==> src/hw/rtl/q24a_pkg.sv <==
// Shared types, constants and helpers for the Q24.8 fixed-point ALU.
// Used by every module under hw/rtl; depends on nothing.
package q24a_pkg;

    localparam int DataW = 32;
    localparam int FracW = 8;
    localparam int NumW  = DataW + FracW;
    localparam int AccW  = DataW + NumW;
    localparam int ProdW = 2 * DataW;
    localparam int QW    = ProdW - FracW + 1;

    typedef enum logic [3:0] {
        OP_ADD      = 4'd0,
        OP_SUB      = 4'd1,
        OP_MUL      = 4'd2,
        OP_DIV      = 4'd3,
        OP_CMP      = 4'd4,
        OP_MIN      = 4'd5,
        OP_MAX      = 4'd6,
        OP_INC      = 4'd7,
        OP_DEC      = 4'd8,
        OP_TO_INT   = 4'd9,
        OP_FROM_INT = 4'd10
    } t_op;

    typedef enum logic [1:0] {
        K_PASS,
        K_MUL,
        K_DIV
    } t_kind;

    typedef struct packed {
        t_kind              kind;
        logic               neg;
        logic [DataW-1:0]   res;
        logic               lt;
        logic               eq;
        logic               gt;
        logic               ovf;
        logic               dz;
        logic [AccW-1:0]    acc;
        logic [DataW-1:0]   den;
    } t_word;

    function automatic logic [DataW:0] sat_wide(input logic [DataW:0] v);
        logic [DataW:0] r;
        if (v[DataW] != v[DataW-1]) begin
            r = {1'b1, v[DataW], {(DataW-1){~v[DataW]}}};
        end else begin
            r = {1'b0, v[DataW-1:0]};
        end
        return r;
    endfunction

endpackage

==> src/hw/rtl/q24a_prep.sv <==
// Entry stage: decodes the opcode, does the simple operations and the multiply.
// Depends on q24a_pkg.
module q24a_prep (
    input  logic                        i_clk,
    input  logic                        i_rst_n,
    input  logic                        i_valid,
    output logic                        o_ready,
    input  logic [3:0]                  i_operation,
    input  logic [q24a_pkg::DataW-1:0]  i_a,
    input  logic [q24a_pkg::DataW-1:0]  i_b,
    output logic                        o_valid,
    output q24a_pkg::t_word             o_word,
    input  logic                        i_ready
);
    localparam int W = q24a_pkg::DataW;

    logic                       r_valid;
    q24a_pkg::t_word            r_word;
    q24a_pkg::t_word            n_word;
    logic [W-1:0]               mag_a;
    logic [W-1:0]               mag_b;
    logic [q24a_pkg::ProdW-1:0] prod;
    logic [W:0]                 sum_s;
    logic [W:0]                 dif_s;
    logic [W:0]                 inc_s;
    logic [W:0]                 dec_s;
    logic                       lt;
    logic                       gt;

    assign mag_a = i_a[W-1] ? W'(-i_a) : i_a;
    assign mag_b = i_b[W-1] ? W'(-i_b) : i_b;
    assign prod  = mag_a * mag_b;
    assign lt    = $signed(i_a) < $signed(i_b);
    assign gt    = $signed(i_a) > $signed(i_b);
    assign sum_s = q24a_pkg::sat_wide({i_a[W-1], i_a} + {i_b[W-1], i_b});
    assign dif_s = q24a_pkg::sat_wide({i_a[W-1], i_a} - {i_b[W-1], i_b});
    assign inc_s = q24a_pkg::sat_wide({i_a[W-1], i_a} + (W+1)'(1));
    assign dec_s = q24a_pkg::sat_wide({i_a[W-1], i_a} - (W+1)'(1));

    always_comb begin
        n_word      = '0;
        n_word.kind = q24a_pkg::K_PASS;
        unique case (q24a_pkg::t_op'(i_operation))
            q24a_pkg::OP_ADD: begin
                n_word.res = sum_s[W-1:0];
                n_word.ovf = sum_s[W];
            end
            q24a_pkg::OP_SUB: begin
                n_word.res = dif_s[W-1:0];
                n_word.ovf = dif_s[W];
            end
            q24a_pkg::OP_MUL: begin
                n_word.kind = q24a_pkg::K_MUL;
                n_word.neg  = i_a[W-1] ^ i_b[W-1];
                n_word.acc  = q24a_pkg::AccW'(prod);
            end
            q24a_pkg::OP_DIV: begin
                if (i_b == '0) begin
                    n_word.dz = 1'b1;
                end else begin
                    n_word.kind = q24a_pkg::K_DIV;
                    n_word.neg  = i_a[W-1] ^ i_b[W-1];
                    n_word.acc  = q24a_pkg::AccW'({mag_a, q24a_pkg::FracW'(0)});
                    n_word.den  = mag_b;
                end
            end
            q24a_pkg::OP_CMP: begin
                n_word.lt = lt;
                n_word.eq = (i_a == i_b);
                n_word.gt = gt;
            end
            q24a_pkg::OP_MIN: n_word.res = lt ? i_a : i_b;
            q24a_pkg::OP_MAX: n_word.res = gt ? i_a : i_b;
            q24a_pkg::OP_INC: begin
                n_word.res = inc_s[W-1:0];
                n_word.ovf = inc_s[W];
            end
            q24a_pkg::OP_DEC: begin
                n_word.res = dec_s[W-1:0];
                n_word.ovf = dec_s[W];
            end
            q24a_pkg::OP_TO_INT: n_word.res = W'($signed(i_a) >>> q24a_pkg::FracW);
            q24a_pkg::OP_FROM_INT: begin
                n_word.kind = q24a_pkg::K_MUL;
                n_word.neg  = i_b[W-1];
                n_word.acc  = q24a_pkg::AccW'(mag_b) << (2 * q24a_pkg::FracW);
            end
            default: n_word.kind = q24a_pkg::K_PASS;
        endcase
    end

    assign o_ready = !r_valid || i_ready;

    always_ff @(posedge i_clk) begin
        if (!i_rst_n) begin
            r_valid <= 1'b0;
        end else if (o_ready) begin
            r_valid <= i_valid;
        end
    end

    always_ff @(posedge i_clk) begin
        if (o_ready && i_valid) begin
            r_word <= n_word;
        end
    end

    assign o_valid = r_valid;
    assign o_word  = r_word;
endmodule

==> config.mk <==
export PLATFORM = sky130hd
export DESIGN_NAME = q24a_prep
export DESIGN_NICKNAME = d
export VERILOG_FILES = /design/src/hw/rtl/q24a_pkg.sv /design/src/hw/rtl/q24a_prep.sv
export SDC_FILE = /design/constraint.sdc
export NUM_CORES = 2
export LEC_CHECK = 0
export BUFFER_PORTS_ARGS = -buffer_cell sky130_fd_sc_hd__buf_4
export CAP_MARGIN = 20
export CELL_PAD_IN_SITES_DETAIL_PLACEMENT = 1
export CELL_PAD_IN_SITES_GLOBAL_PLACEMENT = 1
export CORE_AREA = 2 2 365 367
export CTS_CLUSTER_SIZE = 20
export DETAILED_ROUTE_END_ITERATION = 10
export DIE_AREA = 0 0 367 369
export HOLD_SLACK_MARGIN = 0.12
export PLACE_DENSITY = 0.65
export SETUP_SLACK_MARGIN = 0.5
export SLEW_MARGIN = 20
export SYNTH_ARGS = -nofsm -noshare
export SYNTH_HDL_FRONTEND = slang
export SYNTH_SLANG_ARGS = --single-unit
==> constraint.sdc <==
create_clock -name i_clk -period 9.97 [get_ports i_clk]
set_clock_uncertainty 0.2 [all_clocks]
set_input_delay 0.4985 -clock i_clk [delete_from_list [all_inputs] [get_ports i_clk]]
set_output_delay 0.4985 -clock i_clk [all_outputs]
set_load 0.03 [all_outputs]
* After elaboration in Yosys (flattened, before gate mapping)
Index checks and enable logic that the tools add are counted.
** Storage, ports and cells
- Flip-flop bits (word level) :: 145
- Input bits :: 72
- Output and inout port bits :: 146
- Word-level logic and storage cells :: 64
** Cells by class
- Add/sub/neg operators :: 6
- Multiply operators :: 1
- $lt $le $gt $ge :: 2
- Eq/ne operators :: 15
- Multiplexer cells :: 16
- Bitwise gates (word level) :: 6
- Reductions and logical operators :: 7
** Operators with widths (count)
- case mux 32 bit (7 select lines) :: 1
- case mux 64 bit (3 select lines) :: 1
- two-way mux 33 bit :: 4
- two-way mux 32 bit :: 4
- two-way mux 72 bit :: 1
- multiplier 32 x 32 -> 64 bit :: 1
- negation 32 bit :: 2
- adder 32 x 2 -> 33 bit, second input constant :: 1
- adder 32 x 32 -> 33 bit :: 1
- subtractor 32 x 2 -> 33 bit, second input constant :: 1
- subtractor 32 x 32 -> 33 bit :: 1
- == test 32 bit :: 1
- > comparator 32 bit :: 1
- zero test 32 bit :: 1
- less-than comparator 32 bit :: 1
- == test 4 x 3 -> 1 bit, second input constant :: 4
- == test 4 bit, second input constant :: 3
- == test 4 x 2 -> 1 bit, second input constant :: 2
- inverter 1 bit :: 5
- == test 4 x 1 -> 1 bit, second input constant :: 1
- zero test 4 bit :: 1
- inequality test 1 bit :: 4
- case mux 1 bit (4 select lines) :: 1
- case mux 2 bit (2 select lines) :: 1
- other kinds (8) :: 9

* Longest topological paths before layout
- Depth in word-level cells :: 4
- Depth in mapped cells :: 39
- Gate-level depth less buffers :: 35

* Least setup slack after synthesis
Ideal clock, no wire load.
- Kind :: input to register
- Start point :: in i_b[0] (netlist name)
- End point :: reg r_word (netlist bit o_word[94]) (data pin)
- Setup time :: 0.260 ns
- Data arrival time :: 9.754 ns
- Required time :: 9.510 ns
- Setup slack :: -0.243 ns
- Stages :: 34
- Buffers on the path :: 4
- Cell sequence :: clkbuf_1 > inv_1 > clkbuf_1 > ha_1 > nor2b_1 > nand2_1 > or3_1 > or4_1 > or3_1 > nand2b_4 > o31ai_4 > xnor2_1 > clkbuf_1 > nand2_1 > fa_1 > fa_1 > inv_1 > fa_1 > fa_1 > fa_1 > fa_1 > fa_1 > fa_1 > ha_1 > clkbuf_1 > and3_1 > and3_1 > nand2_1 > o21ai_0 > nand3_1 > a2111oi_0 > nor2_1 > o21ai_0 > mux2_2
** RTL lines
- start, declared :: line q24a_prep.sv:10 : input logic [q24a_pkg::DataW-1:0] i_b,
- end signal, assigned :: line q24a_prep.sv:104 : r_word <= n_word;
- end, declared :: line q24a_prep.sv:18 : q24a_pkg::t_word r_word;

==> results.sh <==
export IMPL_synthToLayoutAreaGrowth_pct=23.2
export IMPL_worstPathMaxFanout=6
export IMPL_place_area_sq_mm=0.0544
export IMPL_drv_cap=0
export IMPL_grt_max_degree=52
export IMPL_vias_per_cell=5.47
export IMPL_detail_route_wl_per_cell_um=27.7
export IMPL_io_buffers=209
export IMPL_slew_headroom=0.187
export IMPL_rsz0062_at_grt="yes"
export IMPL_vias=42200
export IMPL_grt_pass1_vias=46200
export IMPL_synth_ff_type="edfxtp_1"
export IMPL_grt_overflow_total=0
export IMPL_hpwlAfterDp_um=178000
export IMPL_io_pins=218
export IMPL_drt_iter0_drc=3131
export IMPL_hold_worst_slack_ps=199
export IMPL_synth_edf_count=136
export IMPL_status="completed"
export IMPL_cpPeakStageDelay_ps=580
export IMPL_insertion_delay_ps=540
export IMPL_finalWorstSetupSlack_ps=354
export IMPL_dieArea_sq_mm=0.135
export IMPL_syn_avg_cell_area_sq_um=8.51
export IMPL_cts_buffer_depth=2
export IMPL_die_x_um=367
export IMPL_dr_pass1_iters=6
export IMPL_netlist_top_cell_by_area="fa_1"
export IMPL_yosys_top_cells_area="fa_1 (39%), ha_1 (9.0%), edfxtp_1 (8.9%), inv_1 (7.8%), nor2_1 (6.2%)"
export IMPL_cts_max_level=4
export IMPL_path_class="input pin to flip-flop"
export IMPL_post_route_period_util=0.965
export IMPL_initial_core_util=0.349
export IMPL_finalSetupTns_ps=0
export IMPL_finalHoldViolCount=0
export IMPL_seq_area_frac_synth=0.0896
export IMPL_met1_length_um=85300
export IMPL_grt_total_usage=0.318
export IMPL_cts_sinks=137
export IMPL_design_area_sq_mm=0.0564
export IMPL_synth_warnings=0
export IMPL_drc=0
export IMPL_setup_viol=0
export IMPL_crit_path_end_kind="flip-flop"
export IMPL_cpMostUsedCell="fa_1"
export IMPL_crit_path_start_kind="input pin"
export IMPL_required_ps=10080
export IMPL_drv_slew=0
export IMPL_finalCriticalPeriod_ps=9620
export IMPL_grt_pass1_wl_um=313000
export IMPL_drt_wl_total_um=214000
export IMPL_fin_nets=7260
export IMPL_cts_root_buf="clkbuf_16"
export IMPL_netlist_instances=5380
export IMPL_fp_coreArea_sq_mm=0.131
export IMPL_synthesis_area_sq_mm=0.0458
export IMPL_cts_tree="built"
export IMPL_slowest_stage="fa_1"
export IMPL_synthDistinctLibCells=87
export IMPL_antenna_found_initial=9
export IMPL_highest_layer="met5"
export IMPL_wl_met3_um=14700
export IMPL_post_place_ws_ps=-1080
export IMPL_arrival_ps=9730
export IMPL_synth_top_cell_area_share=0.392
export IMPL_synth_async_reset_ratio=0
export IMPL_gp_congestion=0.964
export IMPL_rows=133
export IMPL_clk_pin_slew_worst_paths_ps=70
export IMPL_ys_seq_elements=137
export IMPL_cts_made_buffers=17
export IMPL_detail_route_antenna_nets=0
export IMPL_worstMarginPinSlew_ps=1190
export IMPL_die_h_um=369
export IMPL_max_freq_ghz=0.104
export IMPL_drive_gt1_frac=0.198
export IMPL_dr_wl_met2_um=101000
export IMPL_hp_class="input pin to flip-flop"
[final timing paths]
path | startpoint | to | slack (ps) | cells after the start
setup reg to reg | o_valid$_SDFFE_PN0N_ | o_word[95]$_DFFE_PP_ | 7560 | 3
hold reg to reg | o_valid$_SDFFE_PN0N_ | o_word[15]$_SDFFCE_PP0P_ | 830 | 2
setup / recovery | i_b[4] | o_word[94]$_DFFE_PP_ | 350 | 35
hold / removal | i_operation[0] | o_word[104]$_SDFFCE_PN0P_ | 200 | 3
[synthesized netlist by cell type (all sizes together) (8+ instances only)]
| library cell | instances |
|---|---|
| o22ai | 16 |
| edfxtp | 136 |
| o31ai | 21 |
| or2 | 14 |
| a2111oi | 20 |
| or3 | 17 |
| a21o | 63 |
| nand4 | 44 |
| xnor2 | 193 |
| a21oi | 210 |
| and2 | 23 |
| nor2 | 757 |
| xor2 | 79 |
| nor2b | 20 |
| o211ai | 9 |
| nand2b | 35 |
| a211oi | 18 |
| fa | 898 |
| clkbuf | 250 |
| a31oi | 20 |
| mux2i | 38 |
| mux2 | 12 |
| a22oi | 8 |
| o21bai | 26 |
| nor4 | 22 |
| o2111ai | 14 |
| nand3 | 69 |
| inv | 956 |
| and3 | 30 |
| o21ai | 161 |
| o21a | 10 |
| o221ai | 34 |
| nor3 | 53 |
| buf | 65 |
| a221oi | 9 |
| ha | 331 |
| nand2 | 623 |
[sequential cells by signal, indices dropped and copies added, names as in the netlist]
signal / cells
o_valid: 1
o_word: 136
[logic make-up after synthesis]
logic type,after synthesis,share of synthesized area
AOI/OAI and AO/OA,692,0.0976
xor gates and xnor gates,272,0.0530
adders and majority gates,1230,0.483
buffers and inverters,1272,0.106
DFF,137,0.0896
muxes,50,0.0113
other,1,0.0000819
and+or+nand+nor,1726,0.159
[repair_timing]
| action | 4_1_cts | 5_1_grt |
|---|---|---|
| setup endpoints to repair | 33 | 34 |
| cloned | 0 | 1 |
| hold endpoints to repair | 2 | 0 |
| hold buffers | 3 | 0 |
| buffers inserted | 8 | 28 |
| resized for setup | 67 | 174 |
| pin swaps | 22 | 37 |
[metrics by stage]
step	utilization	instances
floorplan	-	5387
global placement	0.414	7653
detailed placement	0.415	7655
CTS	0.423	7696
global route	0.430	7725
finish	0.430	7727
[metal layers]
metal  global-route usage  vias up
li1                     -    18000
met1                0.397    22200
met2                0.528     1628
met3               0.0503      471
met4                0.167        6
met5                    0        -
[cell type report]
cell class | instances | area, sq um
Tap cell | 1755 | 2200
Clock inverter | 11 | 125
Multi-Input combinational cell | 3978 | 38500
Timing Repair Buffer | 868 | 7470
Sequential cell | 137 | 4100
Inverter | 957 | 3590
Clock buffer | 19 | 433
Antenna cell | 2 | 5.00
Fill cell | 15500 | 74700
[worst max-delay path: cells and delay by family]
family / cells / cell delay [ps]
xor+xnor: 1 / 180
mux: 1 / 340
compound gates: 4 / 690
buf+inv: 7 / 740
simple gates: 13 / 2910
fa+ha+maj: 9 / 4310
[cell usage in the layout (no fill, tap or decap), drive strengths merged, types with 6 or more instances in the layout]
cell type  instances
inv              958
fa               898
buf              864
nor2             757
nand2            623
ha               331
a21oi            210
xnor2            193
o21ai            161
edfxtp           136
xor2              79
nand3             69
a21o              63
nor3              53
nand4             44
mux2i             38
nand2b            35
o221ai            34
and3              30
o21bai            26
and2              23
nor4              22
o31ai             21
a2111oi           20
clkbuf            20
nor2b             20
a31oi             20
a211oi            18
or3               17
o22ai             16
o2111ai           14
or2               14
mux2              12
o21a              10
o211ai             9
a221oi             9
a22oi              8
conb               8
a221o              6
Power is not shown: default switching activity piles up to over one toggle a cycle in this logic, so the estimate is an artifact.
