===== src/hw/rtl/q24a_pkg.sv =====
// Shared types, constants and helpers for the Q24.8 fixed-point ALU.
// Used by every module under hw/rtl; depends on nothing.
package q24a_pkg;

    localparam int DataW = 32;
    localparam int FracW = 8;
    localparam int NumW  = DataW + FracW;
    localparam int AccW  = DataW + NumW;
    localparam int ProdW = 2 * DataW;
    localparam int QW    = ProdW - FracW + 1;

    typedef enum logic [3:0] {
        OP_ADD      = 4'd0,
        OP_SUB      = 4'd1,
        OP_MUL      = 4'd2,
        OP_DIV      = 4'd3,
        OP_CMP      = 4'd4,
        OP_MIN      = 4'd5,
        OP_MAX      = 4'd6,
        OP_INC      = 4'd7,
        OP_DEC      = 4'd8,
        OP_TO_INT   = 4'd9,
        OP_FROM_INT = 4'd10
    } t_op;

    typedef enum logic [1:0] {
        K_PASS,
        K_MUL,
        K_DIV
    } t_kind;

    typedef struct packed {
        t_kind              kind;
        logic               neg;
        logic [DataW-1:0]   res;
        logic               lt;
        logic               eq;
        logic               gt;
        logic               ovf;
        logic               dz;
        logic [AccW-1:0]    acc;
        logic [DataW-1:0]   den;
    } t_word;

    function automatic logic [DataW:0] sat_wide(input logic [DataW:0] v);
        logic [DataW:0] r;
        if (v[DataW] != v[DataW-1]) begin
            r = {1'b1, v[DataW], {(DataW-1){~v[DataW]}}};
        end else begin
            r = {1'b0, v[DataW-1:0]};
        end
        return r;
    endfunction

endpackage


===== src/hw/rtl/q24a_fin.sv =====
// Output stage: rounds multiply and divide results, saturates, holds the result word.
// Depends on q24a_pkg.
module q24a_fin (
    input  logic                        i_clk,
    input  logic                        i_rst_n,
    input  logic                        i_valid,
    output logic                        o_ready,
    input  q24a_pkg::t_word             i_word,
    output logic                        o_valid,
    output logic [q24a_pkg::DataW-1:0]  o_result,
    output logic                        o_less,
    output logic                        o_equal,
    output logic                        o_greater,
    output logic                        o_overflow,
    output logic                        o_divide_by_zero,
    input  logic                        i_ready
);
    localparam int W  = q24a_pkg::DataW;
    localparam int N  = q24a_pkg::NumW;
    localparam int QW = q24a_pkg::QW;
    localparam int PW = q24a_pkg::ProdW;

    logic               r_valid;
    q24a_pkg::t_word    r_word;
    q24a_pkg::t_word    n_word;
    logic [PW-1:0]      prod_r;
    logic               rnd;
    logic [QW-1:0]      qm;
    logic [QW-1:0]      lim_pos;
    logic [QW-1:0]      lim_neg;

    assign lim_pos = QW'({1'b0, {(W-1){1'b1}}});
    assign lim_neg = QW'(1) << (W - 1);
    assign prod_r  = i_word.acc[PW-1:0] + (PW'(1) << (q24a_pkg::FracW - 1));
    assign rnd     = {i_word.acc[q24a_pkg::AccW-1:N], 1'b0} >= {1'b0, i_word.den};

    always_comb begin
        n_word = i_word;
        qm     = '0;
        unique case (i_word.kind)
            q24a_pkg::K_MUL: qm = QW'(prod_r >> q24a_pkg::FracW);
            q24a_pkg::K_DIV: qm = QW'(i_word.acc[N-1:0]) + QW'(rnd);
            default:         qm = '0;
        endcase
        if (i_word.kind != q24a_pkg::K_PASS) begin
            if (i_word.neg) begin
                n_word.ovf = qm > lim_neg;
                n_word.res = (qm > lim_neg) ? {1'b1, {(W-1){1'b0}}} : W'(-qm[W-1:0]);
            end else begin
                n_word.ovf = qm > lim_pos;
                n_word.res = (qm > lim_pos) ? {1'b0, {(W-1){1'b1}}} : qm[W-1:0];
            end
        end
    end

    assign o_ready = !r_valid || i_ready;

    always_ff @(posedge i_clk) begin
        if (!i_rst_n) begin
            r_valid <= 1'b0;
        end else if (o_ready) begin
            r_valid <= i_valid;
        end
    end

    always_ff @(posedge i_clk) begin
        if (o_ready && i_valid) begin
            r_word <= n_word;
        end
    end

    assign o_valid          = r_valid;
    assign o_result         = r_word.res;
    assign o_less           = r_word.lt;
    assign o_equal          = r_word.eq;
    assign o_greater        = r_word.gt;
    assign o_overflow       = r_word.ovf;
    assign o_divide_by_zero = r_word.dz;
endmodule


===== config.mk =====
export PLATFORM = sky130hd
export DESIGN_NAME = q24a_fin
export DESIGN_NICKNAME = d
export VERILOG_FILES = /design/src/hw/rtl/q24a_pkg.sv /design/src/hw/rtl/q24a_fin.sv
export SDC_FILE = /design/constraint.sdc
export NUM_CORES = 1
export LEC_CHECK = 0
export BUFFER_PORTS_ARGS = -buffer_cell sky130_fd_sc_hd__buf_2
export CAP_MARGIN = 20
export CORE_UTILIZATION = 59
export DETAILED_ROUTE_END_ITERATION = 7
export HOLD_SLACK_MARGIN = 0.15
export MAX_ROUTING_LAYER = met4
export PLACE_DENSITY = 0.94
export SKIP_CTS_REPAIR_TIMING = 1
export SLEW_MARGIN = 20
export SYNTH_ARGS = -nofsm -noshare
export SYNTH_HDL_FRONTEND = slang
export SYNTH_SLANG_ARGS = --single-unit

===== constraint.sdc =====
create_clock -name i_clk -period 12 [get_ports i_clk]
set_clock_uncertainty 0.05 [all_clocks]
set_input_delay 0.6 -clock i_clk [delete_from_list [all_inputs] [get_ports i_clk]]
set_output_delay 0.6 -clock i_clk [all_outputs]
set_load 0.01 [all_outputs]

# --- Word level (Yosys, flattened, before mapping) ---
# Index checks and enable logic that the tools add are counted.
# W data, S select, Z words.
op_classes:
  addsub: 3
  n_lt_le_gt_ge: 3
  eq_ne: 2
  mux: 7
  n_reduce_logical: 4
ops:
  columns: ["operator", "n"]
  rows:
  - ["$mux W32", 4]
  - ["$pmux W56 S2", 1]
  - ["$add A64 B8 Y64 const B", 1]
  - ["$gt A57 B31 Y1 const B", 1]
  - ["$gt A57 B32 Y1 const B", 1]
  - ["$add A40 B1 Y41", 1]
  - ["$ge A33 B32 Y1", 1]
  - ["$neg A32 Y32", 1]
  - ["$eq A2 B1 Y1 const B", 1]
  - ["$eq A2 B2 Y1 const B", 1]
  - ["$mux W1", 2]
  - ["$reduce_bool A2 Y1", 1]
  - ["$logic_and A1 B1 Y1", 1]
  - ["$logic_not A1 Y1", 1]
  - ["$logic_or A1 B1 Y1", 1]
totals:
  regBits: 38
  inputBits: 148
  out_inout_bits: 39
  elab_cells: 26

# --- Longest topological paths before layout ---
# Gate-level depths: netlist of the first run.
depth:
  word_depth: 7
  ltp_mapped: 28
  ltp_nobuf: 27

# --- Worst setup path after synthesis of the first run ---
# Ideal clock, no wire load.
synth_path:
  path_kind: "input-to-reg"
  from: "input port i_word[1] (netlist name)"
  to: "register r_word, in the netlist o_result[4], data pin"
  setup_time_ps: 132
  t_arrival_ps: 5458
  required_time_ps: 11818
  path_slack_ps: 6360
  cell_stages: 26
  path_buffers: 1
  cell_sequence: "inv_1 -> ha_1 -> nor2b_1 -> o21a_1 -> o21a_1 -> o21a_1 -> o21a_1 -> o21a_1 -> o21a_1 -> o21ai_0 -> nand2b_1 -> a221oi_1 -> o21ai_0 -> ha_1 -> nand4_1 -> or2_1 -> buf_2 -> xnor2_1 -> a22oi_1 -> nand3_1 -> o31ai_1 -> nand4_2 -> o41ai_4 -> nand2_2 -> a2111oi_0 -> a221o_1"
synth_rtl:
  columns: ["element", "line", "rtl"]
  rows:
  - ["start: declaration", "q24a_fin.sv:8", "input q24a_pkg::t_word i_word,"]
  - ["end signal: assignment", "q24a_fin.sv:68", "r_word <= n_word;"]
  - ["end: declaration", "q24a_fin.sv:24", "q24a_pkg::t_word r_word;"]

==> reports/metrics.yaml, run 1 <==
status: "finished with violations"
violations: "design-rule violations"
drt_iter0_markers: 1209
syn-num-nets: 1066
synth-seq-cells: 38
crit_family: "compound AO/OA/AOI/OAI gates"
htreeDepth: 2
cellPowerDensity_mw_per_mm2: 81.23
r2r-start: "o_valid$_SDFFE_PN0N_"
nNetsFinal: 1210
cts.clk_slew.worst_paths_ns: 0.06
endpoint_kind: "flip-flop"
period_needed_ns: 7.011
synth_mux_area_share_pct: 0.9211
synth_xor_area_share_pct: 9.079
r2r-end: "o_result[18]$_DFFE_PP_"
worst_pin_slew_ns: 1.221
dpl.hpwl_um: 17920
rsz0062_at_grt: "no"
dpl_cell_area_sq_mm: 0.007562
synth_area_sq_mm: 0.006656
min_path_type: "in -> reg"
worstPathMaxFanout: 9
area_growth_pct: 16.52
hold_viol_final: 0
antennaDiodeCount: 0
fin_ws_ns: 4.989
core_area_sq_mm: 0.01094
path_common_cell: "o21a_1"
crit_path_start_kind: "primary input"
reg2reg_setup_slack_ns: 10.56
hp-start: "i_word[108]"
grt_pass1_wl_um: 37210
die_w_um: 108.2
min_to: "o_less$_DFFE_PP_"
firstDrtPassIters: 8
hold_depth: 1
ctsRootBufferMaster: "clkbuf_16"
yosys.cell_types.count: 93
stdcell_area_sq_mm: 0.007756
die_y_um: 108.2
relSlewSlack_pct: 18.10
setup_viol: 0
synth_compound_area_share_pct: 26.05
clock.fmax_ghz: 0.1426
cts_made_buffers: 5
io-pin-count: 187
dieArea_sq_mm: 0.01171
preCtsSetupSlack_ns: 5.116
post-route-period-util_pct: 58.42
worst_path_largest_cell_delay_ns: 1.01
initial_core_util_pct: 60.87
p_int_uw: 391.7
p_sw_uw: 238.3
worstSkewPairLatency_ns: 0.28
clkSinkCount: 38
cp_num_buf_inv: 1
wirelength_um: 23790
synth_edf_count: 37
synth-adder-area-share_pct: 7.331
sequentialPowerShare_pct: 27.0
num_rows: 38
finalMaxSlewViolations: 0
cts_buffer_depth: 2
grt.total_usage_pct: 41.37
syn_inst: 879
antenna_found_initial: 0
tns_ns: 0
grt_pass1_vias: 7594
worst_ir_drop_vdd_mv: 0.09622
p_leak_uw: 0.003175
via_per_inst: 7.180
clockPowerShare_pct: 27.8
route.vias.total: 8358
ff2ff_path_depth: 3
synth_simple_gate_area_share_pct: 32.78
grt_max_degree: 38
crit_cells: 25
power.share.switching_pct: 37.83
critical_path_class: "in -> reg"
cp_data_arrival_time_ns: 7.11
synth_top_family_by_area: "simple AND/OR/NAND/NOR gates"
drc: 11
synth.avg_cell_area_sq_um: 7.573
routedWlPerCell_um: 20.43
cpMaxStageDelayCell: "a211oi_1"
port_buffers: 186
ys_warn_count: 0
cts_tree: "yes"
seq_area_frac_synth_pct: 16.99
ant_nets: 0
place_congestion: 1.034
final_core_util_pct: 70.93
grt-ovfl-total: 0
ys_async_sr_fraction_pct: 0
cap_violations: 0
combPwrFrac_pct: 45.2
ys.flop_type: "edfxtp_1"
worstPathRequired_ns: 12.10
drive_above_1_share_pct: 23.34
-- cells in the final DEF (no fill, tap or decap), drive strengths merged, types with 15 or more instances in the layout --
master and count:
and3 15, nor4 31, nor3 32, inv 56, nand2b 16, o21ai 28, nand3 29, xor2 29
nand2 81, edfxtp 37, a22oi 16, a21oi 34, nand4 64, buf 191, ha 39, o22ai 15
xnor2 40, nor2 64
-- state kept, by name, indices dropped and copies added (netlist names) --
signal and cells:
o_divide_by_zero 1, o_overflow 1, o_less 1, o_valid 1, o_result 32, o_greater 1, o_equal 1
-- cell families after synthesis --
| kind of cell | Yosys count |
|---|---|
| adder cells (fa/ha/maj) | 39 |
| flip-flops | 38 |
| AO/OA/AOI/OAI | 226 |
| multiplexers | 6 |
| buffers and inverters | 112 |
| XOR/XNOR | 69 |
| AND/OR/NAND/NOR | 389 |
-- through the flow --
step                hold WS (ns)  cells  total power [uW]
floorplan                 0.5596    879             349.4
global placement          0.4635   1156             433.0
detailed placement        0.5198   1156             441.4
CTS                       0.4363   1164             617.3
global route              0.4324   1164             652.8
finish                    0.4337   1164             630.0
-- power by group through the flow --
stage	combinational, uW	clock (uW)	sequential, uW
2_1_floorplan	169	0	180
4_1_cts	273	174	170
3_5_place_dp	269	0	173
6_report	285	175	170
3_3_place_gp	261	0	172
5_1_grt	303	178	172
-- layer usage --
layer	up-vias	global-route usage [%]	share of wire, %
li1	3670	-	-
met1	3781	48.70	37
met2	727	65.79	46
met3	180	6.932	11
met4	0	25.34	6.4
met5	-	-	0
-- area by class of cell --
class | instances | area (sq um)
clock inverters | 3 | 68.82
multi-input cells | 729 | 5070
inverters | 58 | 217.7
repair buffers | 191 | 968.4
fillers | 853 | 3179
well taps | 140 | 175.2
flip-flops and latches | 38 | 1131
clock buffers | 5 | 125.1
-- worst max-delay path by stage --
stage          startpoint                endpoint  slack (ns)
3_5_place_dp   i_word[72]   o_result[4]$_DFFE_PP_        5.12
6_report       i_word[72]   o_result[4]$_DFFE_PP_        4.99
4_1_cts        i_word[72]   o_result[4]$_DFFE_PP_        5.22
3_3_place_gp   i_word[72]  o_result[29]$_DFFE_PP_        5.40
5_1_grt        i_word[72]   o_result[4]$_DFFE_PP_        4.82
2_1_floorplan   i_word[1]   o_result[4]$_DFFE_PP_        6.36
-- synth_stat cells, types with 6 or more instances --
cell type  count  area share [%]
buf_2          9            0.68
a211oi_1      13             1.5
xor2_1        29             3.8
and4_1         8             1.1
nor2_1        64             3.6
o21a_1         9             1.0
a22oi_1       16             1.8
o22ai_1       15             1.4
nand2b_1      16             1.5
nand2_1       79             4.5
inv_1         56             3.2
nor2b_1        6            0.56
a21oi_1       33             2.5
nand4_1       60             5.6
ha_1          39             7.3
nor3_1        29             2.2
a31oi_1        6            0.56
or4_1          8            0.90
and2_1        12             1.1
a21o_1        10             1.1
nand3_1       26             2.0
and3_1        15             1.4
a22o_1         8             1.1
nor4_1        27             2.5
clkbuf_1      38             2.1
o31ai_1        9             1.0
xnor2_1       40             5.3
o21ai_0       26             2.0
edfxtp_1      37              17
o22a_1         8             1.1
No activity file was read; power rests on OpenSTA's default activity.
==> run 2, diff against run 1 <==
- CORE_UTILIZATION: 59 -> 55
- PLACE_DENSITY: 0.94 -> 0.89
- clock period: 12 -> 6.9 ns (I/O delays scaled with it)
==> run 2 against run 1 <==
The flow still finishes with violations (design-rule violations); sequential power up 74%; final cell count up 0.69%; worst hold slack worse by 0.26 ns; first-iteration DRC count down 26%; routed wire length down 4.7%; die area up 7.1%; total power up 62%; largest cell class unchanged; sequential share of layout area about the same; setup slack worse by 4.5 ns; global-route usage down 4.7 points; design area about the same.
==> reports/metrics.yaml, run 2 (synthesis results as in run 1) <==
grt_pass1_wl_um: 36440
final_cell_mix: "buf_2 (186), nand2_1 (79), nor2_1 (64)"
relSlewSlack_pct: 29.21
min_to: "o_equal$_DFFE_PP_"
htreeDepth: 2
cap_violations: 0
post-route-period-util_pct: 93.59
grt.total_usage_pct: 36.67
die_w_um: 112.0
cts_tree: "yes"
cpMaxStageDelayCell: "a2111oi_0"
dpl_cell_area_sq_mm: 0.007604
ff2ff_path_depth: 3
cts.clk_slew.worst_paths_ns: 0.06
p_sw_uw: 401.5
sequentialPowerShare_pct: 28.9
worstSetupStartpoint: "i_word[72]"
reg2reg_setup_slack_ns: 5.43
antenna_found_initial: 0
regArea_sq_mm: 0.001131
hp-start: "i_word[107]"
io-pin-count: 187
violations: "design-rule violations"
routedWlPerCell_um: 19.34
power.share.switching_pct: 39.32
stdcell_area_sq_mm: 0.007760
area_growth_pct: 16.58
hold_viol_final: 0
worstPathRequired_ns: 7.01
port_buffers: 186
dieArea_sq_mm: 0.01255
worst_ir_drop_vdd_mv: 0.1146
drive_above_1_share_pct: 23.81
cellPowerDensity_mw_per_mm2: 131.6
worst_path_largest_cell_delay_ns: 0.63
initial_core_util_pct: 57.32
critical_path_class: "in -> reg"
combPwrFrac_pct: 47.7
ant_nets: 0
final_core_util_pct: 66.82
crit_cells: 25
cp_num_buf_inv: 1
p_int_uw: 619.6
clkSinkCount: 38
rsz0062_at_grt: "no"
p_leak_uw: 0.003178
core_area_sq_mm: 0.01161
setup_viol: 0
antennaDiodeCount: 0
nNetsFinal: 1215
path_common_cell: "o21a_1"
worstPathMaxFanout: 11
worstSkewPairLatency_ns: 0.29
clockPowerShare_pct: 23.4
route.vias.total: 7934
grt_max_degree: 35
period_needed_ns: 6.457
ctsRootBufferMaster: "clkbuf_16"
cts_buffer_depth: 2
finalMaxSlewViolations: 0
cp_data_arrival_time_ns: 6.57
firstDrtPassIters: 8
endpoint_kind: "flip-flop"
fillCellCount: 1006
clock.fmax_ghz: 0.1549
status: "finished with violations"
largest_reg_flops: 32
grt_pass1_vias: 7434
place_congestion: 1.039
r2r-start: "o_valid$_SDFFE_PN0N_"
die_y_um: 112.0
drt_iter0_markers: 889
cts_made_buffers: 5
r2r-end: "o_result[21]$_DFFE_PP_"
drc: 13
grt-ovfl-total: 0
dpl.hpwl_um: 17610
num_rows: 39
final_common_cell: "buf_2"
via_per_inst: 6.770
tns_ns: 0
worst_pin_slew_ns: 1.062
hold_depth: 1
crit_path_start_kind: "primary input"
crit_family: "compound AO/OA/AOI/OAI gates"
min_path_type: "in -> reg"
wirelength_um: 22660
multi_input_area_sq_mm: 0.005075
## run 2: changes by cell type in the layout (fill, tap and decap cells not counted), sizes merged
| cell | previous run | this run |
|---|---|---|
| clkinvlp | 0 | 1 |
| clkbuf | 5 | 6 |
| buf | 191 | 196 |
| bufinv | 2 | 0 |
## run 2: area by class of cell
class	count	share of cell area, %
Multi-Input combinational cell	729	65.40
Sequential cell	38	14.58
Timing Repair Buffer	196	12.96
Inverter	58	2.806
Tap cell	143	2.306
Clock buffer	6	1.790
Clock inverter	2	0.1612
## run 2: power by group through the flow
stage	registers (uW)	logic, uW	clock network (uW)
2_1_floorplan	314	294	0
3_3_place_gp	300	458	0
3_5_place_dp	299	469	0
4_1_cts	295	474	237
5_1_grt	297	526	247
6_report	295	487	239
## run 2: worst max-delay path by stage
| stage | end | slack (ns) |
|---|---|---|
| 6_report | o_result[4]$_DFFE_PP_ | 0.44 |
| 5_1_grt | o_result[4]$_DFFE_PP_ | 0.11 |
| 4_1_cts | o_result[4]$_DFFE_PP_ | 0.47 |
| 3_5_place_dp | o_result[4]$_DFFE_PP_ | 0.27 |
| 3_3_place_gp | o_overflow$_DFFE_PP_ | 0.68 |
| 2_1_floorplan | o_result[4]$_DFFE_PP_ | 1.51 |
## run 2: metrics by stage
stage / hold WS, ns / setup slack [ns] / power (uW) / cells
floorplan: 0.3939 / 1.515 / 607.6 / 879
global placement: 0.4568 / 0.6848 / 758.2 / 1164
detailed placement: 0.4617 / 0.2690 / 768.9 / 1164
CTS: 0.1800 / 0.4667 / 1006 / 1172
global route: 0.1767 / 0.1087 / 1070 / 1172
finish: 0.1774 / 0.4426 / 1021 / 1172
## run 2: metal layers
metal  wire, um  global-route usage, %  up-vias
met5          0                      -        -
met4       1247                  19.91        0
met3       2290                  6.371      122
met2      10400                  59.54      558
met1       8719                  43.31     3592
li1           -                      -     3662
