--- src/hw/rtl/q24a_pkg.sv ---
// Shared types, constants and helpers for the Q24.8 fixed-point ALU.
// Used by every module under hw/rtl; depends on nothing.
package q24a_pkg;

    localparam int DataW = 32;
    localparam int FracW = 8;
    localparam int NumW  = DataW + FracW;
    localparam int AccW  = DataW + NumW;
    localparam int ProdW = 2 * DataW;
    localparam int QW    = ProdW - FracW + 1;

    typedef enum logic [3:0] {
        OP_ADD      = 4'd0,
        OP_SUB      = 4'd1,
        OP_MUL      = 4'd2,
        OP_DIV      = 4'd3,
        OP_CMP      = 4'd4,
        OP_MIN      = 4'd5,
        OP_MAX      = 4'd6,
        OP_INC      = 4'd7,
        OP_DEC      = 4'd8,
        OP_TO_INT   = 4'd9,
        OP_FROM_INT = 4'd10
    } t_op;

    typedef enum logic [1:0] {
        K_PASS,
        K_MUL,
        K_DIV
    } t_kind;

    typedef struct packed {
        t_kind              kind;
        logic               neg;
        logic [DataW-1:0]   res;
        logic               lt;
        logic               eq;
        logic               gt;
        logic               ovf;
        logic               dz;
        logic [AccW-1:0]    acc;
        logic [DataW-1:0]   den;
    } t_word;

    function automatic logic [DataW:0] sat_wide(input logic [DataW:0] v);
        logic [DataW:0] r;
        if (v[DataW] != v[DataW-1]) begin
            r = {1'b1, v[DataW], {(DataW-1){~v[DataW]}}};
        end else begin
            r = {1'b0, v[DataW-1:0]};
        end
        return r;
    endfunction

endpackage

--- src/hw/rtl/q24a_div_cell.sv ---
// One cell of the divider chain: a restoring step that yields one quotient bit.
// Other words pass through unchanged. Depends on q24a_pkg.
module q24a_div_cell (
    input  logic            i_clk,
    input  logic            i_rst_n,
    input  logic            i_valid,
    output logic            o_ready,
    input  q24a_pkg::t_word i_word,
    output logic            o_valid,
    output q24a_pkg::t_word o_word,
    input  logic            i_ready
);
    localparam int W = q24a_pkg::DataW;
    localparam int N = q24a_pkg::NumW;

    logic               r_valid;
    q24a_pkg::t_word    r_word;
    q24a_pkg::t_word    n_word;
    logic [W-1:0]       rem;
    logic [N-1:0]       num;
    logic [W-1:0]       shifted;
    logic [W:0]         diff;
    logic               qbit;

    assign rem     = i_word.acc[q24a_pkg::AccW-1:N];
    assign num     = i_word.acc[N-1:0];
    assign shifted = {rem[W-2:0], num[N-1]};
    assign diff    = {1'b0, shifted} - {1'b0, i_word.den};
    assign qbit    = !diff[W];

    always_comb begin
        n_word = i_word;
        if (i_word.kind == q24a_pkg::K_DIV) begin
            n_word.acc = {(qbit ? diff[W-1:0] : shifted), num[N-2:0], qbit};
        end
    end

    assign o_ready = !r_valid || i_ready;

    always_ff @(posedge i_clk) begin
        if (!i_rst_n) begin
            r_valid <= 1'b0;
        end else if (o_ready) begin
            r_valid <= i_valid;
        end
    end

    always_ff @(posedge i_clk) begin
        if (o_ready && i_valid) begin
            r_word <= n_word;
        end
    end

    assign o_valid = r_valid;
    assign o_word  = r_word;
endmodule

--- config.mk ---
export PLATFORM = sky130hd
export DESIGN_NAME = q24a_div_cell
export DESIGN_NICKNAME = d
export VERILOG_FILES = /design/src/hw/rtl/q24a_pkg.sv /design/src/hw/rtl/q24a_div_cell.sv
export SDC_FILE = /design/constraint.sdc
export NUM_CORES = 1
export LEC_CHECK = 0
export BUFFER_PORTS_ARGS = -buffer_cell sky130_fd_sc_hd__buf_2
export CAP_MARGIN = 20
export CORE_ASPECT_RATIO = 1.4
export CORE_UTILIZATION = 40
export CTS_CLUSTER_DIAMETER = 200
export DETAILED_ROUTE_END_ITERATION = 12
export PLACE_DENSITY = 0.67
export SYNTH_ARGS = -nofsm -noshare
export SYNTH_HDL_FRONTEND = slang
export SYNTH_SLANG_ARGS = --single-unit
--- constraint.sdc ---
create_clock -name i_clk -period 4.7 [get_ports i_clk]
set_input_delay 0.47 -clock i_clk [delete_from_list [all_inputs] [get_ports i_clk]]
set_output_delay 0.47 -clock i_clk [all_outputs]
set_load 0.02 [all_outputs]
* Word-level counts from Yosys, hierarchy flattened *
Index checks and enable logic that the tools add are counted.
Widths: inputs -> output; s select.

cells by class
  add/sub/neg operators = 1
  $mul = 0
  divide/modulo/power cells = 0
  order comparisons = 0
  equality and inequality tests = 1
  shifts and indexed selects = 0
  muxes and demuxes = 2
  bitwise gates (word level) = 0
  reduce and logical (&&, ||, !) cells = 4

operators by type and width
  kind                number
  $mux 72             1
  $sub 32x32->33      1
  $mux 32             1
  $eq 2x2->1 const B  1
  $logic_not 1->1     2
  $logic_and 1x1->1   1
  $logic_or 1x1->1    1

word-level totals
  bits in registers = 145
  bits in latches = 0
  RAM bits = 0
  ROM bits = 0
  input port bits = 148
  memories kept = 0

* Logic depth before layout (Yosys ltp) *
Gate-level depths: netlist of run 1.

  depth after elaboration = 3
  depth in mapped cells = 14
  mapped depth without buffers = 12

* Worst setup path after synthesis of run 1 *
OpenSTA, ideal clock, no wires.

  kind = input -> register
  start point = input port i_ready
  end point = register r_word, in the netlist o_word[0] (enable)
  library setup time = 0.520 ns
  arrival = 4.065 ns
  data required time = 4.180 ns
  slack = 0.114 ns
  cell stages on the path = 2
  cell sequence = nand2b_1 > and2_1

between the ends
  word-level cells in the longest chain between the ends = 2

RTL lines
  element               line                 text
  from (decl)           q24a_div_cell.sv:11  input logic i_ready
  $logic_or 1x1->1      q24a_div_cell.sv:38  assign o_ready = !r_valid || i_ready;
  $logic_and 1x1->1     q24a_div_cell.sv:49  if (o_ready && i_valid) begin
  to (signal assigned)  q24a_div_cell.sv:50  r_word <= n_word;
  to (decl)             q24a_div_cell.sv:17  q24a_pkg::t_word r_word;

No other way between the ends.
A chain may end at the register's enable or synchronous reset.

==> results of run 1 <==
## metrics by stage
stage	worst slack, ns	hold slack (ns)	cell area (µm²)	total power [mW]
6_report	1.50	0.220	9620	3.66
5_1_grt	1.25	0.198	9620	3.82
4_1_cts	1.49	0.199	9620	3.71
3_5_place_dp	1.05	0.539	9000	2.28
3_3_place_gp	1.14	0.513	9000	2.27
2_1_floorplan	0.114	0.569	7280	2.05
## cell families after synthesis
logic type	Yosys count
compound gates	131
xor+xnor	26
fa+ha+maj	33
buf+inv	65
flops	145
mux	26
simple gates	223
## layout make-up
cell class                      instances  area, µm²  area share (%)
Sequential cell                       145       4340            45.2
Multi-Input combinational cell        439       2690            27.9
Timing Repair Buffer                  296       1510            15.7
Clock buffer                           17        425            4.42
Tap cell                              240        300            3.12
Clock inverter                         15        186            1.94
Inverter                               43        161            1.68
## path summary, 6_finish.rpt
kind                   startpoint               endpoint  slack (ns)  depth (start not counted)
max                    i_word[71]   o_word[91]$_DFFE_PP_        1.50                         13
min                   i_word[115]  o_word[115]$_DFFE_PP_        0.22                          1
max reg2reg  o_valid$_SDFFE_PN0N_   o_word[75]$_DFFE_PP_        2.69                          3
min reg2reg  o_valid$_SDFFE_PN0N_   o_valid$_SDFFE_PN0N_        0.54                          2
## power by group
group	internal, mW	switching, mW	total (mW)	leakage (nW)
clock network	0.811	0.606	1.42	0.300
registers	1.53	0.0180	1.55	1.41
logic	0.268	0.430	0.698	2.71
## cell usage after synthesis, types with 6 or more instances
cell type	n
sky130_fd_sc_hd__mux2i_1	26
sky130_fd_sc_hd__o21bai_1	10
sky130_fd_sc_hd__nor2b_1	6
sky130_fd_sc_hd__a21o_1	10
sky130_fd_sc_hd__o21ai_0	23
sky130_fd_sc_hd__nand2_1	162
sky130_fd_sc_hd__o21ai_1	25
sky130_fd_sc_hd__o21a_1	7
sky130_fd_sc_hd__xor2_1	6
sky130_fd_sc_hd__xnor2_1	20
sky130_fd_sc_hd__nor2_1	27
sky130_fd_sc_hd__clkbuf_1	17
sky130_fd_sc_hd__a21oi_1	29
sky130_fd_sc_hd__edfxtp_1	144
sky130_fd_sc_hd__ha_1	32
sky130_fd_sc_hd__inv_1	43
## routing by layer
metal,vias to the layer above,wire length (µm),global-route usage [%]
met5,-,37,0
met4,6,280,6.93
met3,27,1230,5.89
met2,209,9590,36.0
met1,2684,6980,20.6
li1,2904,-,-
## registers in the layout (all words and copies together), names as in the netlist
signal / flops
o_valid: 1
o_word: 144
## cells in the final DEF, fill, tap and decap left out, types with 17 or more instances in the layout
master / Yosys / routed
sky130_fd_sc_hd__a21oi_1: 29 / 29
sky130_fd_sc_hd__clkbuf_16: 0 / 17
sky130_fd_sc_hd__edfxtp_1: 144 / 144
sky130_fd_sc_hd__o21ai_1: 25 / 25
sky130_fd_sc_hd__nor2_1: 27 / 27
sky130_fd_sc_hd__mux2i_1: 26 / 26
sky130_fd_sc_hd__o21ai_0: 23 / 23
sky130_fd_sc_hd__ha_1: 32 / 32
sky130_fd_sc_hd__xnor2_1: 20 / 20
sky130_fd_sc_hd__buf_2: 1 / 293
sky130_fd_sc_hd__inv_1: 43 / 43
sky130_fd_sc_hd__nand2_1: 162 / 162
## worst max-delay path, stage by stage
cell and delay [ns]:
sky130_fd_sc_hd__buf_2 0.09, sky130_fd_sc_hd__inv_1 0.05, sky130_fd_sc_hd__ha_1 0.21, sky130_fd_sc_hd__fa_1 0.41, sky130_fd_sc_hd__nor2b_1 0.16, sky130_fd_sc_hd__o31a_1 0.22, sky130_fd_sc_hd__o211ai_2 0.16, sky130_fd_sc_hd__a21oi_2 0.21
sky130_fd_sc_hd__a211oi_4 0.11, sky130_fd_sc_hd__o22ai_4 0.64, sky130_fd_sc_hd__buf_12 0.26, sky130_fd_sc_hd__mux2i_1 0.23, sky130_fd_sc_hd__o21ai_1 0.08
==> results by group, run 1 <==
Outcome
  • Status: complete, no violations

Pwr
  • Peak supply drop: between 0.00015 and 0.0002 V
  • Leakage component of the power: 4.42 nW
  • Pwr dens: about 380 nW/µm²

Synth
  • Number of distinct library cell variants in the gate-level netlist after synthesis: 47
  • Fraction of synthesis flops using an asynchronous set or reset pin: 0%
  • Multiplexer share of the synthesized area: around 3.6%
  • Register bit total from synthesis: ~150
  • Top cells by area, synth: sky130_fd_sc_hd__edfxtp_1, sky130_fd_sc_hd__nand2_1, sky130_fd_sc_hd__ha_1
  • Most used flip-flop cell after synthesis: sky130_fd_sc_hd__edfxtp_1
  • Post-Synthesis Cell Area: a little over 7000 µm²
  • Cells after Synth: 649
  • Cell type with the largest total area after synthesis: sky130_fd_sc_hd__edfxtp_1
  • Dominant combinational cell family by area after synthesis: simple AND/OR/NAND/NOR gates
  • EDFF count, synth: 144
  • Basic-gate share of the synthesized area counting and, or, nand and nor cells: 12.5%
  • Post-synthesis share of cell area spent on full adders, half adders and majority gates: about 5.8%
  • Fraction of the mapped netlist area in compound gates: 11.6%
  • Area share of xor/xnor cells in the synthesized design: 3.13%
  • Count of synthesis-stage warnings from yosys: 0
  • Average cell area after synthesis: between 10 and 15 µm²
  • Proportion of synthesized chip area in sequential cells: between 50% and 60%
  • Area share of the largest cell type after synthesis: 59.4%
  • Mapped Nets: 830

Detailed routing
  • DR vias/cell: 4.88
  • Per-cell routed wire length: ~15 µm
  • Number of DRC markers after the initial detailed-route iteration: 320
  • Vias: ~5800
  • Iteration count of the initial detailed-routing pass: 4
  • Remaining antenna violation count after routing: 0
  • Wirelength, routed: approximately 18000 µm
  • Remaining DRCs: 0

Worst setup path
  • Required time of the critical path: around 4.8 ns
  • Category of the worst setup path launch point: input port
  • Crit-path max FO: 21
  • Crit Path Category: input port to register
  • Data arrival time of the critical path: about 3.3 ns
  • Crit path capture type: register

Floorplan
  • Initial Utilization: 40.6%
  • Die Span Y: roughly 160 µm
  • Core box area: about 18000 µm²
  • Die ar.: 18800 µm²
  • Row count: between 50 and 60
  • Boundary pin count: 294
  • Overall die width: 116 µm

Final layout
  • Post-route insts no fill: approximately 1200
  • Share of the core filled with cells in the final layout: roughly 54%
  • Fill cell instance count of the final layout: around 1600
  • Number of diodes added for antenna fixing: 0
  • Total Nets Final: roughly 1100
  • Area growth syn-to-layout: 32.1%
  • Share of layout cells above drive strength 1: a little over a third

Clock tree
  • CTS tree: built
  • Clk Latency, worst-skew pair: between 0.4 and 0.5 ns
  • Number of buffers inserted by post-CTS setup repair: 0
  • Deepest level of the CTS H-tree: 4
  • Buffer cell driving the clock tree root: sky130_fd_sc_hd__clkbuf_16
  • Number of cells upsized or downsized after cts: 0
  • Clock buffers created by TritonCTS: 17
  • Register clock-pin slew on the reported worst setup and hold paths: 0.07 ns
  • Number of sinks on the clock net: 145
  • # hold bufs at CTS: 0
  • Maximum buffer depth of the clock tree: 2

Global route
  • Initial antenna violation count: 3
  • Remaining global-route overflow: 0
  • First-pass GRT wire length: about 28000 µm
  • Total Routing Usage GR: between 15 and 20%
  • Number of global-route vias before repair: 5802
  • Pin count of the biggest net entering global routing: 94

STA
  • Worst Clk Skew: around 0.011 ns
  • Transition time at the pin with the least slew margin: around 0.94 ns
  • Final max-slew violation count: 0
  • Final critical-path share of the clock period: around two thirds
  • Final critical delay including setup and external delays: between 3 and 4 ns
  • Worst max-slew margin expressed relative to the limit: between 30 and 40%
  • Setup repair after global routing missed its margin: no
  • Top achievable clock speed: approximately 310 MHz
  • Number of setup violations in the final report: 0
  • Setup_tns: 0 ns
  • Number of hold violations in the final report: 0

Placement
  • Dpl cells: approximately 1200
  • Number of buffer cells added on primary ports: just under 300
  • Gp weighted congestion: 0.771
  • Detailed-placement wirelength estimate: 13700 µm

Hold path
  • Hold/Removal Path Class: input port to register

Job
  • Max_cap viols: 0
Note: power is estimated with default switching activity, not from simulation.
==> run 2: changes to the inputs <==
- ABC_AREA: unset -> 1
- PLACE_DENSITY: 0.67 -> 0.66
- clock period: 4.7 -> 3 ns (I/O delays scaled with it)
==> results by group, run 2 <==
Pwr
  • Final Power: 5.90 mW
  • Peak supply drop: about 0.00033 V
  • Pwr dens: 560 nW/µm²
  • Leakage component of the power: around 5.4 nW

Floorplan
  • Core box area: 19800 µm²
  • Die Span Y: 170 µm
  • Die ar.: 20900 µm²
  • Boundary pin count: about 290
  • Row count: a little over 60
  • Overall die width: ~120 µm
  • Initial Utilization: between 40 and 50%

Final layout
  • Number of flip-flops under the largest register name: 144
  • Leading cell types in the layout, fill and taps excluded: sky130_fd_sc_hd__nand2_1, sky130_fd_sc_hd__buf_2, sky130_fd_sc_hd__inv_1, sky130_fd_sc_hd__edfxtp_1, sky130_fd_sc_hd__nor2_1
  • Area growth syn-to-layout: 29.9%
  • Share of layout cells above drive strength 1: roughly 28%
  • Total Nets Final: approximately 1500
  • Most common library cell in the layout ignoring fill and taps: sky130_fd_sc_hd__nand2_1
  • Fill cell instance count of the final layout: 1959
  • Final cell area excluding filler cells: around 11000 µm²

Clock tree
  • Maximum buffer depth of the clock tree: 2
  • Clk Latency, worst-skew pair: about 0.44 ns
  • # hold bufs at CTS: 0
  • Register clock-pin slew on the reported worst setup and hold paths: approximately 0.060 ns
  • Number of sinks on the clock net: between 100 and 150
  • Clock buffers created by TritonCTS: 17
  • CTS tree: built
  • Buffer cell driving the clock tree root: sky130_fd_sc_hd__clkbuf_16
  • Number of buffers inserted by post-CTS setup repair: 0
  • Number of cells upsized or downsized after cts: 0
  • Deepest level of the CTS H-tree: 4

STA
  • Top achievable clock speed: between 400 and 500 MHz
  • Setup repair after global routing missed its margin: no
  • Number of hold violations in the final report: 0
  • Worst Clk Skew: around 0.007 ns
  • Worst max-slew margin expressed relative to the limit: 48.0%
  • Final critical delay including setup and external delays: 2.27 ns
  • Number of setup violations in the final report: 0
  • Transition time at the pin with the least slew margin: about 0.8 ns
  • Final critical-path share of the clock period: between 70% and 80%
  • Final max-slew violation count: 0

Detailed routing
  • Iteration count of the initial detailed-routing pass: 5
  • Remaining DRCs: 0
  • DR vias/cell: around 4.8
  • Per-cell routed wire length: 16.3 µm
  • Remaining antenna violation count after routing: 0
  • Number of DRC markers after the initial detailed-route iteration: ~360
  • Wirelength, routed: around 25000 µm
  • Vias: between 7000 and 8000

Global route
  • Pin count of the biggest net entering global routing: roughly 150
  • Total Routing Usage GR: about a quarter
  • Remaining global-route overflow: 0
  • Initial antenna violation count: 2
  • First-pass GRT wire length: roughly 37000 µm
  • Number of global-route vias before repair: approximately 7000

Hold path
  • Worst Hold Depth: 1
  • Hold/Removal Path Class: input port to register

Synth
  • Register bit total from synthesis: around 150
  • Post-Synthesis Cell Area: ~8100 µm²
  • Most used flip-flop cell after synthesis: sky130_fd_sc_hd__edfxtp_1
  • Cell type with the largest total area after synthesis: sky130_fd_sc_hd__edfxtp_1
  • Most frequent cell after synthesis: sky130_fd_sc_hd__nand2_1
  • Fraction of synthesis flops using an asynchronous set or reset pin: 0%
  • Average cell area after synthesis: 8.40 µm²
  • Top cells by area, synth: sky130_fd_sc_hd__edfxtp_1, sky130_fd_sc_hd__nand2_1, sky130_fd_sc_hd__inv_1
  • Most common library cells after synthesis: sky130_fd_sc_hd__nand2_1, sky130_fd_sc_hd__edfxtp_1, sky130_fd_sc_hd__inv_1, sky130_fd_sc_hd__nor2_1, sky130_fd_sc_hd__nand3_1
  • Proportion of synthesized chip area in sequential cells: between 50 and 60%
  • Cells after Synth: approximately 970
  • Area share of the largest cell type after synthesis: 53.3%
  • EDFF count, synth: approximately 140
  • Number of distinct library cell variants in the gate-level netlist after synthesis: 35
  • Count of synthesis-stage warnings from yosys: 0
  • Mapped Nets: 1146

Worst setup path
  • R2r worst-path depth: 2
  • Crit Path Category: input port to register
  • Crit-path max FO: 14
  • Data arrival time of the critical path: ~2.5 ns
  • Worst reg2reg setup slack: approximately 1.5 ns
  • Required time of the critical path: roughly 3.2 ns
  • Category of the worst setup path launch point: input port
  • Crit path capture type: register

Placement
  • Cell Area, Placed: a little under 10000 µm²
  • Gp weighted congestion: ~0.97
  • Number of buffer cells added on primary ports: just under 300
  • Detailed-placement wirelength estimate: ~20000 µm

Job
  • Max_cap viols: 0

Outcome
  • Status: complete, no violations
## run 2: final cells by class
class	instances	area, µm²	share of cell area [%]
flip-flops and latches	145	4350	41.3
multi-input cells	650	3120	29.6
repair buffers	303	1550	14.8
inverters	152	571	5.42
clock buffers	19	433	4.11
well taps	252	315	2.99
clock inverters	13	186	1.77
diodes	2	5.00	0.0475
## run 2: routing by layer
layer,track usage [%],wire length [µm]
met5,0,0
met4,13.8,1120
met3,5.46,1690
met2,45.0,13200
met1,24.0,8960
## run 2: cell families after synthesis
logic type,Yosys count,share of synthesized area [%]
xor+xnor,15,1.62
compound gates,70,5.26
flops,145,53.6
fa+ha+maj,33,5.19
buf+inv,170,8.19
simple gates,532,26.2
## run 2: worst max-delay path, stage by stage
cell	delay (ns)
sky130_fd_sc_hd__buf_2	0.11
sky130_fd_sc_hd__ha_1	0.24
sky130_fd_sc_hd__fa_1	0.41
sky130_fd_sc_hd__inv_1	0.11
sky130_fd_sc_hd__nand2_1	0.05
sky130_fd_sc_hd__nand2_1	0.07
sky130_fd_sc_hd__nand3_1	0.08
sky130_fd_sc_hd__nand2_2	0.11
sky130_fd_sc_hd__nand2_1	0.07
sky130_fd_sc_hd__nand2_2	0.10
sky130_fd_sc_hd__nand2_2	0.09
sky130_fd_sc_hd__nand2_4	0.14
sky130_fd_sc_hd__nand2_2	0.30
sky130_fd_sc_hd__a21oi_1	0.23
sky130_fd_sc_hd__nor2_1	0.05
## run 2: through the flow
stage / util (%) / std cells / hold WS (ns) / setup slack (ns) / setup TNS, ns
floorplan: - / 965 / 0.399 / -0.231 / -33.19
global placement: 49.9 / 1502 / 0.477 / 0.316 / 0
detailed placement: 49.9 / 1502 / 0.478 / 0.285 / 0
CTS: 53.0 / 1534 / 0.0217 / 0.748 / 0
global route: 53.1 / 1536 / 0.0189 / 0.501 / 0
finish: 53.1 / 1536 / 0.0397 / 0.725 / 0
## run 2: final timing paths
check,start,endpoint
max reg2reg,o_valid$_SDFFE_PN0N_,o_word[30]$_DFFE_PP_
min,i_word[135],o_word[135]$_DFFE_PP_
max,i_word[0],o_word[92]$_DFFE_PP_
min reg2reg,o_valid$_SDFFE_PN0N_,o_valid$_SDFFE_PN0N_
## run 2: power by group
| group | leakage, nW | switching [mW] | internal [mW] |
|---|---|---|---|
| clock | 0.296 | 0.863 | 1.39 |
| combinational | 3.72 | 0.801 | 0.402 |
| sequential | 1.41 | 0.0383 | 2.40 |
| total | 5.42 | 1.70 | 4.20 |
==> run 3: changes to the inputs <==
- ABC_AREA: 1 -> 0
- PLACE_DENSITY: 0.66 -> 0.67
- clock period: 3 -> 2.25 ns (I/O delays scaled with it)
==> results by group, run 3 (synthesized netlist as in run 1, its figures left out) <==
Outcome
  • Status: complete, no violations

Final layout
  • Share of the core filled with cells in the final layout: 64.7%
  • Number of flip-flops under the largest register name: 144
  • Share of layout cells above drive strength 1: 43.7%
  • Post-route insts no fill: about 1400
  • Area growth syn-to-layout: 59.3%
  • Final cell area excluding filler cells: between 10000 and 15000 µm²
  • Total Nets Final: 1305
  • Most common library cell in the layout ignoring fill and taps: sky130_fd_sc_hd__buf_2
  • Leading cell types in the layout, fill and taps excluded: sky130_fd_sc_hd__buf_2, sky130_fd_sc_hd__nand2_1, sky130_fd_sc_hd__edfxtp_1

Hold path
  • Start point of the worst hold path: i_word[142]
  • Hold/Removal Path Class: input port to register
  • Worst Hold Depth: 1

Pwr
  • Pwr dens: 697 nW/µm²
  • Peak supply drop: ~0.0005 V
  • Leakage component of the power: approximately 5.3 nW

Worst setup path
  • Crit path capture type: register
  • Worst Setup SP: i_word[29]
  • Number of logic stages on the critical path including buffering: 11
  • Crit Path Category: input port to register
  • R2r worst-path depth: 3
  • Data arrival time of the critical path: approximately 2.4 ns
  • Worst-path cell with the longest stage delay: sky130_fd_sc_hd__dlygate4sd3_1
  • Crit-path max FO: 6
  • Required time of the critical path: ~2.4 ns
  • Reg-to-reg startpoint: o_valid$_SDFFE_PN0N_
  • Crit path largest cell delay: about 0.55 ns
  • Combined buffer and inverter count along the critical path: 6
  • Largest delay contributor family on the critical path: buffers and inverters
  • Crit-path cells: dlygate4sd3_1 -> buf_2 -> inv_1 -> ha_4 -> a2111oi_4 -> buf_4 -> o22ai_4 -> buf_12 -> clkbuf_16 -> mux2i_1 -> o21ai_1
  • Category of the worst setup path launch point: input port

Detailed routing
  • Remaining antenna violation count after routing: 0
  • Vias: between 6000 and 7000
  • Iteration count of the initial detailed-routing pass: 4
  • Wirelength, routed: roughly 21000 µm
  • Per-cell routed wire length: 15.2 µm
  • Remaining DRCs: 0
  • DR vias/cell: about 4.7
  • Number of DRC markers after the initial detailed-route iteration: 354

Global route
  • Initial antenna violation count: 2
  • Total Routing Usage GR: a little over a fifth
  • First-pass GRT wire length: roughly 31000 µm
  • Remaining global-route overflow: 0
  • Pin count of the biggest net entering global routing: 67
  • Number of global-route vias before repair: between 6000 and 7000

Clock tree
  • Number of sinks on the clock net: around 150
  • Buffer cell driving the clock tree root: sky130_fd_sc_hd__clkbuf_16
  • CTS tree: built
  • Clk Latency, worst-skew pair: 0.42 ns
  • Deepest level of the CTS H-tree: 4
  • Clock buffers created by TritonCTS: 17
  • Register clock-pin slew on the reported worst setup and hold paths: roughly 0.070 ns
  • Maximum buffer depth of the clock tree: 2

STA
  • Final max-slew violation count: 0
  • Number of hold violations in the final report: 0
  • Final critical delay including setup and external delays: 2.21 ns
  • Final critical-path share of the clock period: between 90% and 100%
  • Transition time at the pin with the least slew margin: between 0.6 and 0.7 ns
  • Top achievable clock speed: roughly 450 MHz
  • Worst Clk Skew: between 0.007 and 0.008 ns
  • Number of setup violations in the final report: 0
  • Setup repair after global routing missed its margin: yes
  • Worst max-slew margin expressed relative to the limit: between 50% and 60%
  • Setup_tns: 0 ns

Placement
  • Dpl cells: ~1300
  • Detailed-placement wirelength estimate: 15100 µm
  • Number of buffer cells added on primary ports: 293
  • Cell Area, Placed: 9910 µm²
  • Gp weighted congestion: between 0.8 and 0.9

Job
  • Max_cap viols: 0

Floorplan
  • Overall die width: between 100 and 150 µm
  • Die ar.: around 19000 µm²
  • Core box area: between 15000 and 20000 µm²
  • Die Span Y: ~160 µm
  • Initial Utilization: around two fifths
  • Row count: just under 60
  • Boundary pin count: between 200 and 300
run 3: final timing paths:
check	to	slack (ns)
hold / removal	o_word[142]$_DFFE_PP_	0.04
setup reg to reg	o_word[111]$_DFFE_PP_	0.86
hold reg to reg	o_valid$_SDFFE_PN0N_	0.53
setup / recovery	o_word[85]$_DFFE_PP_	0.04
run 3: layout make-up:
type,count,area [µm²]
Tap cell,240,300
Antenna cell,2,5.00
Inverter,43,186
Fill cell,1457,6330
Sequential cell,145,4340
Timing Repair Buffer,478,3230
Clock inverter,15,173
Clock buffer,17,425
Multi-Input combinational cell,439,2940
run 3: stage by stage:
step	hold WS [ns]	setup slack (ns)	power [mW]
5_1_grt	0.0265	-0.0766	8.44
6_report	0.0415	0.0352	8.08
2_1_floorplan	0.324	-0.172	4.30
4_1_cts	0.00346	0.00932	8.05
3_5_place_dp	0.403	-0.585	5.02
3_3_place_gp	0.402	-0.507	4.99
run 3: power by group:
group | leakage [nW] | switching (mW) | internal (mW)
registers | 1.41 | 0.0444 | 3.20
logic | 3.63 | 1.04 | 0.949
clock network | 0.294 | 1.27 | 1.59
run 3: metal layers:
layer	vias to the layer above	share of wire [%]	global-route usage [%]
met5	-	0	0
met4	0	1.8	7.52
met3	29	5.6	5.29
met2	209	57	43.1
met1	2996	36	21.7
li1	3263	-	-
run 3: worst reg2reg max path, stage by stage (launching register included):
cell and delay [ns]:
sky130_fd_sc_hd__dfxtp_1 0.31, sky130_fd_sc_hd__nand2b_1 0.09, sky130_fd_sc_hd__and2_4 0.19, sky130_fd_sc_hd__buf_4 0.42
run 3: what timing repair did:
item,CTS,global route
endpoints found under the setup margin,31,33
gates resized for setup,13,42
gates cloned,2,2
hold buffers,67,1
pin swaps,9,27
endpoints found under the hold margin,67,1
buffers inserted,5,6
